--- config.mk ---
export PLATFORM = sky130hd
export DESIGN_NAME = ipr_srch
export DESIGN_NICKNAME = d
export VERILOG_FILES = /design/src/rtl/ipr_pkg.sv /design/src/rtl/ipr_srch.sv
export SDC_FILE = /design/constraint.sdc
export NUM_CORES = 1
export LEC_CHECK = 0
export BUFFER_PORTS_ARGS = -buffer_cell sky130_fd_sc_hd__buf_2
export CORE_ASPECT_RATIO = 1.4
export CORE_MARGIN = 2
export CORE_UTILIZATION = 55
export CTS_BUF_LIST = sky130_fd_sc_hd__clkbuf_8 sky130_fd_sc_hd__clkbuf_16
export DETAILED_ROUTE_END_ITERATION = 12
export GPL_TIMING_DRIVEN = 0
export PLACE_DENSITY = 0.79
export SLEW_MARGIN = 15
export SYNTH_ARGS = -nofsm -noshare
export SYNTH_HDL_FRONTEND = slang
export SYNTH_SLANG_ARGS = --single-unit
--- constraint.sdc ---
create_clock -name clk_i -period 6 [get_ports clk_i]
set_input_delay 0.6 -clock clk_i [delete_from_list [all_inputs] [get_ports clk_i]]
set_output_delay 0.6 -clock clk_i [all_outputs]
set_load 0.01 [all_outputs]
--- src/rtl/ipr_pkg.sv ---
// Shared constants, codes and control structs of the IPv4 range table lookup.
// No dependencies; every other file of the block refers to it by scoped name.
`default_nettype none

package ipr_pkg;

  // Table geometry
  localparam int TABLE_DEPTH = 4096;
  localparam int TADDR_W     = $clog2(TABLE_DEPTH);
  localparam int LH_W        = $clog2(TABLE_DEPTH + 1);

  // Fixed field widths
  localparam int ADDR_W  = 32;
  localparam int IDX_W   = 12;
  localparam int COUNT_W = 13;

  // Operation codes of an input beat
  localparam logic OP_LOAD  = 1'b0;
  localparam logic OP_QUERY = 1'b1;

  // Top level to search sequencer
  typedef struct packed {
    logic              start;
    logic [LH_W-1:0]   count;
    logic [ADDR_W-1:0] addr;
    logic              out_free;
  } srch_ctl_t;

  // Search sequencer to top level
  typedef struct packed {
    logic             busy;
    logic             done;
    logic             found;
    logic [IDX_W-1:0] match_index;
  } srch_sts_t;

endpackage

`default_nettype wire

--- src/rtl/ipr_srch.sv ---
// Binary search sequencer with one shared 32-bit compare unit.
// Depends on ipr_pkg; drives the read port of ipr_mem.
`default_nettype none

module ipr_srch (
  input  wire logic                        clk_i,
  input  wire logic                        rst_ni,
  input  wire ipr_pkg::srch_ctl_t          ctl_i,
  output ipr_pkg::srch_sts_t               sts_o,
  output logic                             rd_en_o,
  output logic      [ipr_pkg::TADDR_W-1:0] rd_addr_o,
  input  wire logic [ipr_pkg::ADDR_W-1:0]  rd_start_i,
  input  wire logic [ipr_pkg::ADDR_W-1:0]  rd_end_i
);

  localparam logic [2:0] ST_IDLE = 3'd0;
  localparam logic [2:0] ST_SRCH = 3'd1;
  localparam logic [2:0] ST_CMP  = 3'd2;
  localparam logic [2:0] ST_END  = 3'd3;
  localparam logic [2:0] ST_DONE = 3'd4;

  logic [2:0]                     st_q, st_d;
  logic [ipr_pkg::LH_W-1:0]       lo_q, lo_d, hi_q, hi_d, mid_q, mid_d;
  logic [ipr_pkg::LH_W-1:0]       mid_c, cand_c;
  logic [ipr_pkg::ADDR_W-1:0]     addr_q, addr_d;
  logic                           found_q, found_d;
  logic [ipr_pkg::IDX_W-1:0]      match_q, match_d;
  logic [ipr_pkg::ADDR_W-1:0]     cmp_a, cmp_b;
  logic                           cmp_le;

  assign mid_c  = lo_q + ((hi_q - lo_q) >> 1);
  assign cand_c = lo_q - 1'b1;

  // Shared compare: start <= addr while halving, addr <= end on the final check
  assign cmp_a  = (st_q == ST_END) ? addr_q : rd_start_i;
  assign cmp_b  = (st_q == ST_END) ? rd_end_i : addr_q;
  assign cmp_le = (cmp_a <= cmp_b);

  always_comb begin
    st_d      = st_q;
    lo_d      = lo_q;
    hi_d      = hi_q;
    mid_d     = mid_q;
    addr_d    = addr_q;
    found_d   = found_q;
    match_d   = match_q;
    rd_en_o   = 1'b0;
    rd_addr_o = ipr_pkg::TADDR_W'(mid_c);
    unique case (st_q)
      ST_IDLE: begin
        if (ctl_i.start) begin
          lo_d   = '0;
          hi_d   = ctl_i.count;
          addr_d = ctl_i.addr;
          st_d   = ST_SRCH;
        end
      end
      ST_SRCH: begin
        if (lo_q < hi_q) begin
          rd_en_o = 1'b1;
          mid_d   = mid_c;
          st_d    = ST_CMP;
        end else if (lo_q != '0) begin
          rd_en_o   = 1'b1;
          rd_addr_o = ipr_pkg::TADDR_W'(cand_c);
          st_d      = ST_END;
        end else begin
          found_d = 1'b0;
          match_d = '0;
          st_d    = ST_DONE;
        end
      end
      ST_CMP: begin
        if (cmp_le) begin
          lo_d = mid_q + 1'b1;
        end else begin
          hi_d = mid_q;
        end
        st_d = ST_SRCH;
      end
      ST_END: begin
        found_d = cmp_le;
        match_d = cmp_le ? ipr_pkg::IDX_W'(cand_c) : '0;
        st_d    = ST_DONE;
      end
      ST_DONE: begin
        if (ctl_i.out_free) begin
          st_d = ST_IDLE;
        end
      end
      default: begin
        st_d = ST_IDLE;
      end
    endcase
  end

  always_ff @(posedge clk_i or negedge rst_ni) begin
    if (!rst_ni) begin
      st_q <= ST_IDLE;
    end else begin
      st_q <= st_d;
    end
  end

  always_ff @(posedge clk_i) begin
    lo_q    <= lo_d;
    hi_q    <= hi_d;
    mid_q   <= mid_d;
    addr_q  <= addr_d;
    found_q <= found_d;
    match_q <= match_d;
  end

  assign sts_o.busy        = (st_q != ST_IDLE);
  assign sts_o.done        = (st_q == ST_DONE) && ctl_i.out_free;
  assign sts_o.found       = found_q;
  assign sts_o.match_index = match_q;

  a_start_idle : assert property (@(posedge clk_i) disable iff (!rst_ni)
    ctl_i.start |-> st_q == ST_IDLE)
    else $error("search started while busy");

  a_lo_le_hi : assert property (@(posedge clk_i) disable iff (!rst_ni)
    st_q == ST_CMP |=> lo_q <= hi_q)
    else $error("search window inverted");

  a_hi_bound : assert property (@(posedge clk_i) disable iff (!rst_ni)
    st_q == ST_SRCH |-> hi_q <= ipr_pkg::LH_W'(ipr_pkg::TABLE_DEPTH))
    else $error("search bound beyond table");

  a_done_idle : assert property (@(posedge clk_i) disable iff (!rst_ni)
    sts_o.done |=> st_q == ST_IDLE)
    else $error("sequencer did not release after result");

  a_miss_zero : assert property (@(posedge clk_i) disable iff (!rst_ni)
    sts_o.done && !sts_o.found |-> sts_o.match_index == '0)
    else $error("miss carries nonzero index");

endmodule

`default_nettype wire

Word level (Yosys, flattened, before mapping)

Index checks and enable logic that the tools add are counted.
W data, S select, Z words.

Register bits after elaboration: 87
Output and inout bits: 28

Add/subtract/negate cells: 4
Order comparisons: 2
Eq/ne operators: 10
Multiplexer cells: 26
Reduce and logical (&&, ||, !) cells: 12

Operators by type and width:

| kind                    | count |
|---|---|
| $mux W12                | 6 |
| $mux W32                | 2 |
| $mux W13                | 4 |
| $pmux W13 S2            | 2 |
| $le A32 B32 Y1          | 1 |
| $pmux W12 S2            | 1 |
| $pmux W3 S5             | 1 |
| $add A13 B1 Y13 const B | 1 |
| $add A13 B12 Y13        | 1 |
| $lt A13 B13 Y1          | 1 |
| $reduce_bool A13 Y1     | 1 |
| $sub A13 B13 Y13        | 1 |
| $mux W3                 | 4 |
| $ne A2 B2 Y1 const B    | 6 |
| $sub A12 B1 Y12 const B | 1 |
| $reduce_and A3 Y1       | 3 |
| $eq A3 B2 Y1 const B    | 2 |
| $reduce_and A2 Y1       | 3 |
| $mux W1                 | 5 |
| $reduce_bool A2 Y1      | 2 |
| $eq A3 B1 Y1 const B    | 1 |
| $eq A3 B3 Y1 const B    | 1 |
| $logic_not A3 Y1        | 1 |
| $reduce_bool A3 Y1      | 1 |
| 2 further kinds         | 2 |

Logic depth before layout (Yosys ltp)

Gate-level depths: netlist of the first run.

Depth in word-level cells: 5
Gate-level depth with buffers: 16
Depth with buffers taken out: 16

Worst setup path after synthesis of the first run

No wires, ideal clock.

Path type: reg-to-reg
Start point: register st_q[0]
End point: register lo_q[0] (netlist name), enable pin
Data arrival time: 3772 ps
Required time: 5599 ps
Path slack: 1827 ps
Stages on the path, launching flop included: 12
Path buffers: 2
Period minus slack after synthesis: 4173 ps
Cells stage by stage: dfrtp_1 > nor2b_1 > nand2_1 > buf_1 > buf_2 > mux2i_1 > ha_1 > a21oi_1 > a21oi_1 > or4b_1 > o211a_2 > o21ai_0

Word-level cells in the longest chain between the ends: 5
Elaborated cells on any way between the ends: 10
Classes of those cells: order compare (1); eq/ne (4); mux (2); reduce/logical (3)

RTL lines:

| what                                   | RTL line                       | text |
|---|---|---|
| from (decl)                            | ipr_srch.sv:22                 | `logic [2:0] st_q, st_d;` |
| from (signal assigned)                 | ipr_srch.sv:101                | `st_q <= st_d;` |
| $eq A3 B2 Y1                           | ipr_srch.sv:35, ipr_srch.sv:36 |  |
| $mux W32, on equally long branches     | ipr_srch.sv:35, ipr_srch.sv:36 |  |
| $le A32 B32 Y1                         | ipr_srch.sv:37                 | `assign cmp_le = (cmp_a <= cmp_b);` |
| $ne A2 B2 Y1 (no source line)          | -                              |  |
| $reduce_and A3 Y1 (no source line) (*) | -                              |  |
| to (signal assigned)                   | ipr_srch.sv:106                | `lo_q <= lo_d;` |
| to (decl)                              | ipr_srch.sv:23                 | `logic [ipr_pkg::LH_W-1:0] lo_q, lo_d, hi_q, hi_d, mid_q, mid_d;` |

Every way passes the cells marked *; elsewhere a longest branch is shown, timed or not.
A chain may end at the register's enable or synchronous reset.

Worst setup path in the final report of the first run

Start point: register lo_q[1] (netlist name)
End point: output port rd_addr_o[10] (netlist name)

Word-level cells in the longest chain between the ends: 5
Elaborated cells on any way between the ends: 8
Classes of those cells: add/sub (3); order compare (1); mux (3); reduce/logical (1)

RTL lines:

| what                     | RTL line       | text |
|---|---|---|
| $sub A13 B13 Y13         | ipr_srch.sv:31 | `assign mid_c = lo_q + ((hi_q - lo_q) >> 1);` |
| $add A13 B12 Y13 (*)     | ipr_srch.sv:31 |  |
| named net mid_c, one bit | ipr_srch.sv:24 | `logic [ipr_pkg::LH_W-1:0] mid_c, cand_c;` |
| $mux W12                 | ipr_srch.sv:63 | `end else if (lo_q != '0) begin` |
| $mux W12                 | ipr_srch.sv:59 | `if (lo_q < hi_q) begin` |
| $mux W12 (*)             | ipr_srch.sv:49 | `unique case (st_q)` |
| to (decl)                | ipr_srch.sv:11 | `output logic [ipr_pkg::TADDR_W-1:0] rd_addr_o,` |

Mark *: on every way through the listed nets, which the timed path passes. The rest lies on a longest branch.

==> impl_metrics.json, run 1 <==
{
  "crit_chain": "inv_1 > ha_1 > nor2b_1 > o31a_1 > o21ai_0 > nand2b_1 > a21boi_0 > xnor2_1 > ha_1 > a2111oi_0 > o21ai_0 > a21oi_1 > o21ai_0 > xnor2_1 > mux2_2 > buf_2",
  "cpMaxStageDelayCell": "edfxtp_1",
  "synthCells": 565,
  "numCtsBuffers": 9,
  "dp.cells": 847,
  "crit_fanout": 5,
  "slew_viol_final": 0,
  "cts_max_level": 3,
  "die_x_um": 93.1,
  "yosys_warnings": 0,
  "drive_gt1_share_pct": 27.8,
  "fin_setup_tns_ps": 0,
  "cp.required_ps": 5400,
  "drt-initial-drc-count": 211,
  "portBuffers": 140,
  "status": "complete, no violations",
  "antenna_left": 0,
  "synth_ff_type": "edfxtp_1",
  "synth_largest_area_cell": "edfxtp_1",
  "crit_type": "flip-flop to output port",
  "areaGrowthSynthToFinish_pct": 18.9,
  "maxCapViolations": 0,
  "path_clk_slew_ps": 60,
  "place.gp.congestion": 0.967,
  "synthTopCellsByArea": "edfxtp_1 (41%), ha_1 (12%), mux2i_1 (6.9%)",
  "min_path_type": "primary input to asynchronous set/reset pin",
  "postPlaceCellArea_mm2": 0.00699,
  "r2r_cells": 12,
  "wire_per_inst_um": 18.3,
  "cts_sinks": 87,
  "synthArstFlopShare_pct": 3.45,
  "setup_violations": 0,
  "postLayoutCellArea_mm2": 0.00726,
  "antenna_found_initial": 0,
  "crit_top_cell": "o21ai_0",
  "cp_top_family": "compound AO/OA/AOI/OAI gates",
  "grt_start_max_net_pins": 35,
  "diodes": 0,
  "nets": 892,
  "synth_seq_area_share_pct": 42.5,
  "vias_per_cell": 5.71,
  "syn_nets": 740,
  "fp.coreArea_mm2": 0.0108,
  "start_kind": "flip-flop",
  "cts_tree": "done",
  "ys_ff_latch": 87,
  "dp_hpwl_mm": 12.8,
  "final_core_util_pct": 67.1,
  "fillers": 850,
  "gr-total-overflow": 0,
  "finClkSkew_ps": 5.39,
  "crit_path_max_incr_delay_ps": 460,
  "grt_pass1_wl_mm": 24.6,
  "critPathBufInv": 2,
  "finalCritPeriodShare_pct": 85.4,
  "wl_met2_mm": 8.22,
  "max_freq_mhz": 195,
  "clk_path_buf_depth": 2,
  "fin_cells": 863,
  "r2r-start": "st_q[0]",
  "fp.dieH_um": 129,
  "post_cts_resized": 0,
  "wl_met3_um": 977,
  "start_util_pct": 56.5,
  "crit_cells": 16,
  "worst_pin_slew_ps": 1140,
  "hold_viol": 0,
  "cts_root_buffer": "clkbuf_16",
  "track_usage_pct": 27.0,
  "syn-cell-area_mm2": 0.00611,
  "relSlewSlack_pct": 23.9,
  "period_needed_ps": 5130,
  "wl_met1_mm": 5.90,
  "vias": 4928,
  "drt-total-wl_mm": 15.8,
  "row_count": 45,
  "grt_pass1_vias": 5085,
  "postCtsHoldBufs": 0,
  "die_area_mm2": 0.0120,
  "synth_top_area_share_pct": 41.3,
  "highest_layer": "met4",
  "drc": 0,
  "io_pins": 141,
  "firstDrtPassIters": 4,
  "cp.arrival_ps": 4530,
  "insertion_delay_ps": 350,
  "rr_endpoint": "lo_q[4]",
  "postCtsSetupBuffers": 0,
  "synth_cell_types": 54,
  "critPathCaptureType": "output port",
  "r2r_slack_ps": 1520,
  "rsz0062_at_grt": "false",
  "avgSynthCellArea_um2": 10.8,
  "synth_edf_count": 84
}
[metal layers]
layer,track usage [%],vias to the layer above
li1,-,2400
met1,27.6,2301
met2,50.4,168
met3,5.97,59
met4,14.9,0
met5,0,-
[worst register-to-register path, cell delays in order, from the launching register on]
cell and delay, ps:
dfrtp_1 410, nor2b_1 180, nand2_1 150, buf_1 590
mux2_2 420, ha_1 310, nor2b_1 150, o211ai_1 240
a2111oi_0 140, or4b_1 550, o211a_2 340, o21ai_1 430
buf_4 280
[cells in the mapped netlist (3+ instances only)]
| cell | count |
|---|---|
| buf_1 | 6 |
| and2_1 | 3 |
| a211oi_1 | 3 |
| nor2_1 | 27 |
| nand4_1 | 11 |
| xnor2_1 | 22 |
| edfxtp_1 | 84 |
| o21ai_0 | 17 |
| mux2_2 | 34 |
| nor2b_1 | 5 |
| xor2_1 | 15 |
| ha_1 | 60 |
| a21oi_1 | 38 |
| or3_1 | 6 |
| clkbuf_1 | 5 |
| a21o_1 | 10 |
| inv_1 | 28 |
| dfrtp_1 | 3 |
| o31ai_1 | 3 |
| a2111oi_0 | 3 |
| nor4_1 | 3 |
| o21a_1 | 6 |
| mux2i_1 | 42 |
| nand3_1 | 12 |
| and3_1 | 5 |
| nand2b_1 | 3 |
| nor3_1 | 15 |
| nand2_1 | 63 |
[stage by stage]
stage / setup slack (ps) / hold slack (ps)
2_1_floorplan: 1830 / 304
3_3_place_gp: 851 / 400
3_5_place_dp: 1360 / 402
4_1_cts: 966 / 33.4
5_1_grt: 340 / 26.9
6_report: 873 / 40.1
[cell families after synthesis]
family                   count (synthesis)  share of synthesized area (%)
adder cells (fa/ha/maj)                 62                           13.0
flip-flops                              87                           42.5
buffers and inverters                   44                           3.05
multiplexers                            76                           13.2
AND/OR/NAND/NOR                        165                           13.3
AO/OA/AOI/OAI                           94                           9.67
XOR/XNOR                                37                           5.31
[layout make-up]
cell class | count | area [um^2] | area share [%]
buffer | 16 | 81.3 | 1.12
clock buffer | 9 | 225 | 3.10
clock inverter | 7 | 41.3 | 0.569
inverter | 28 | 105 | 1.45
multi-input combinational | 434 | 3320 | 45.8
sequential | 87 | 2600 | 35.8
tap | 141 | 176 | 2.43
timing repair buffer | 141 | 708 | 9.76
[cells in the final DEF, fill, tap and decap left out, types with 6 or more instances in the layout]
cell / netlist / routed
buf_2: 2 / 142
clkbuf_16: 0 / 9
mux2i_1: 42 / 42
nand3_1: 12 / 12
o21ai_0: 17 / 16
nand2_1: 63 / 63
ha_1: 60 / 60
buf_1: 6 / 6
or3_1: 6 / 6
edfxtp_1: 84 / 84
o21a_1: 6 / 6
nor2_1: 27 / 27
xnor2_1: 22 / 22
nor3_1: 15 / 15
a21oi_1: 38 / 38
nand4_1: 11 / 11
inv_1: 28 / 28
a21o_1: 10 / 10
xor2_1: 15 / 15
mux2_2: 34 / 34
[sequential cells by signal (all words and copies together) (netlist names)]
name	count
addr_q	32
hi_q	13
found_q	1
mid_q	13
lo_q	13
match_q	12
st_q	3
[how the worst max path moves through the flow]
stage | startpoint | end
5_1_grt | lo_q[1] | rd_addr_o[10]
2_1_floorplan | st_q[0] | lo_q[0]
3_5_place_dp | lo_q[1] | rd_addr_o[10]
3_3_place_gp | st_q[0] | lo_q[9]
6_report | lo_q[1] | rd_addr_o[10]
4_1_cts | lo_q[1] | rd_addr_o[10]
Power of run 1 is not shown: default switching activity piles up to over one toggle a cycle in this logic, so the estimate is an artifact.
==> run 2: changes to the inputs <==
- CORE_MARGIN: 2 -> 5
- GPL_ROUTABILITY_DRIVEN: default -> 1
==> impl_metrics.json, run 2 (same netlist as run 1, synthesis figures left out) <==
{
  "grt_start_max_net_pins": 35,
  "firstDrtPassIters": 5,
  "antenna_found_initial": 1,
  "gr-total-overflow": 0,
  "cts_sinks": 87,
  "start_util_pct": 56.2,
  "grt_pass1_wl_mm": 25.4,
  "hold_viol": 0,
  "portBuffers": 140,
  "vias_per_cell": 5.72,
  "io_pins": 141,
  "die_x_um": 99.1,
  "drt-initial-drc-count": 169,
  "period_needed_ps": 5080,
  "dp_hpwl_mm": 13.5,
  "place.gp.congestion": 0.942,
  "slew_viol_final": 0,
  "drc": 0,
  "cts_max_level": 3,
  "areaGrowthSynthToFinish_pct": 19.2,
  "numCtsBuffers": 9,
  "crit_fanout": 5,
  "antenna_left": 0,
  "nets": 892,
  "cp.required_ps": 5400,
  "drt-total-wl_mm": 16.6,
  "fillers": 818,
  "crit_type": "flip-flop to output port",
  "max_freq_mhz": 197,
  "relSlewSlack_pct": 27.3,
  "cts_root_buffer": "clkbuf_16",
  "worst_pin_slew_ps": 1090,
  "clk_path_buf_depth": 2,
  "postCtsSetupBuffers": 0,
  "fp.coreArea_mm2": 0.0109,
  "final_cell_mix": "buf_2 (142), edfxtp_1 (84), nand2_1 (63)",
  "maxCapViolations": 0,
  "wire_per_inst_um": 19.2,
  "min_path_type": "primary input to asynchronous set/reset pin",
  "postCtsHoldBufs": 0,
  "status": "complete, no violations",
  "insertion_delay_ps": 350,
  "fin_setup_tns_ps": 0,
  "post_cts_resized": 0,
  "grt_pass1_vias": 5195,
  "layout_commonest_cell": "buf_2",
  "cp.arrival_ps": 4480,
  "fp.dieH_um": 135,
  "rsz0062_at_grt": "false",
  "start_kind": "flip-flop",
  "setup_violations": 0,
  "largest_reg_flops": 32,
  "vias": 4940,
  "track_usage_pct": 24.5,
  "drive_gt1_share_pct": 27.7,
  "r2r_slack_ps": 1630,
  "critPathCaptureType": "output port",
  "regMostFlops": "addr_q",
  "final_core_util_pct": 67.0,
  "die_area_mm2": 0.0133,
  "finalCritPeriodShare_pct": 84.7,
  "cts_tree": "done",
  "row_count": 45,
  "finClkSkew_ps": 12.1,
  "path_clk_slew_ps": 60
}
-- run 2: cell types whose count changed in the layout (fill, tap and decap cells not counted), sizes merged --
cell	delta
clkinvlp	-2
inv	+2
bufinv	+1
clkinv	-1
diode	+1
-- run 2: layout make-up --
type                       instances  area [um^2]  area share (%)
multi-input combinational        434         3320            45.6
sequential                        87         2600            35.7
timing repair buffer             141          708            9.73
clock buffer                       9          225            3.09
tap                              141          176            2.42
inverter                          28          105            1.44
buffer                            16         81.3            1.12
clock inverter                     7         60.1           0.825
antenna                            1         2.50          0.0344
-- run 2: layer usage --
layer / up-vias / track usage [%] / share of wire (%)
met2: 203 / 46.4 / 53
met1: 2290 / 25.2 / 36
met3: 46 / 4.75 / 6.6
met4: 0 / 12.1 / 3.7
met5: - / 0 / 0
li1: 2401 / - / -
-- run 2: stage by stage --
| step | hold slack [ps] | cells | setup slack, ps | instance area, um^2 |
|---|---|---|---|---|
| final | 38.1 | 864 | 915 | 7280 |
| after global routing | 28.0 | 864 | 565 | 7280 |
| after detailed placement | 399 | 847 | 1380 | 6990 |
| after global placement | 400 | 846 | 835 | 6980 |
| after floorplan | 304 | 565 | 1830 | 6110 |
| after CTS | 33.5 | 863 | 981 | 7280 |
-- run 2: worst paths after layout --
check / from / endpoint / depth (start not counted)
max: lo_q[1] / rd_addr_o[10] / 16
min: rst_ni / st_q[0] / 1
max reg2reg: st_q[0] / lo_q[9] / 12
min reg2reg: mid_q[12] / hi_q[12] / 2
max in group asynchronous: rst_ni / st_q[1] / 1
min in group clk_i: ctl_i[17] / addr_q[16] / 1
-- run 2: worst max-delay path, cell delays in order, from the launching register on --
cell	delay, ps
edfxtp_1	480
inv_1	150
ha_1	360
nor2b_1	160
o31a_1	300
o21ai_0	180
nand2b_1	120
a21boi_0	240
xnor2_1	110
ha_1	240
a2111oi_0	460
o21ai_0	290
a21oi_1	300
o21ai_0	140
xnor2_1	180
mux2_2	300
buf_2	140
Power of run 2 is left out for the same reason.
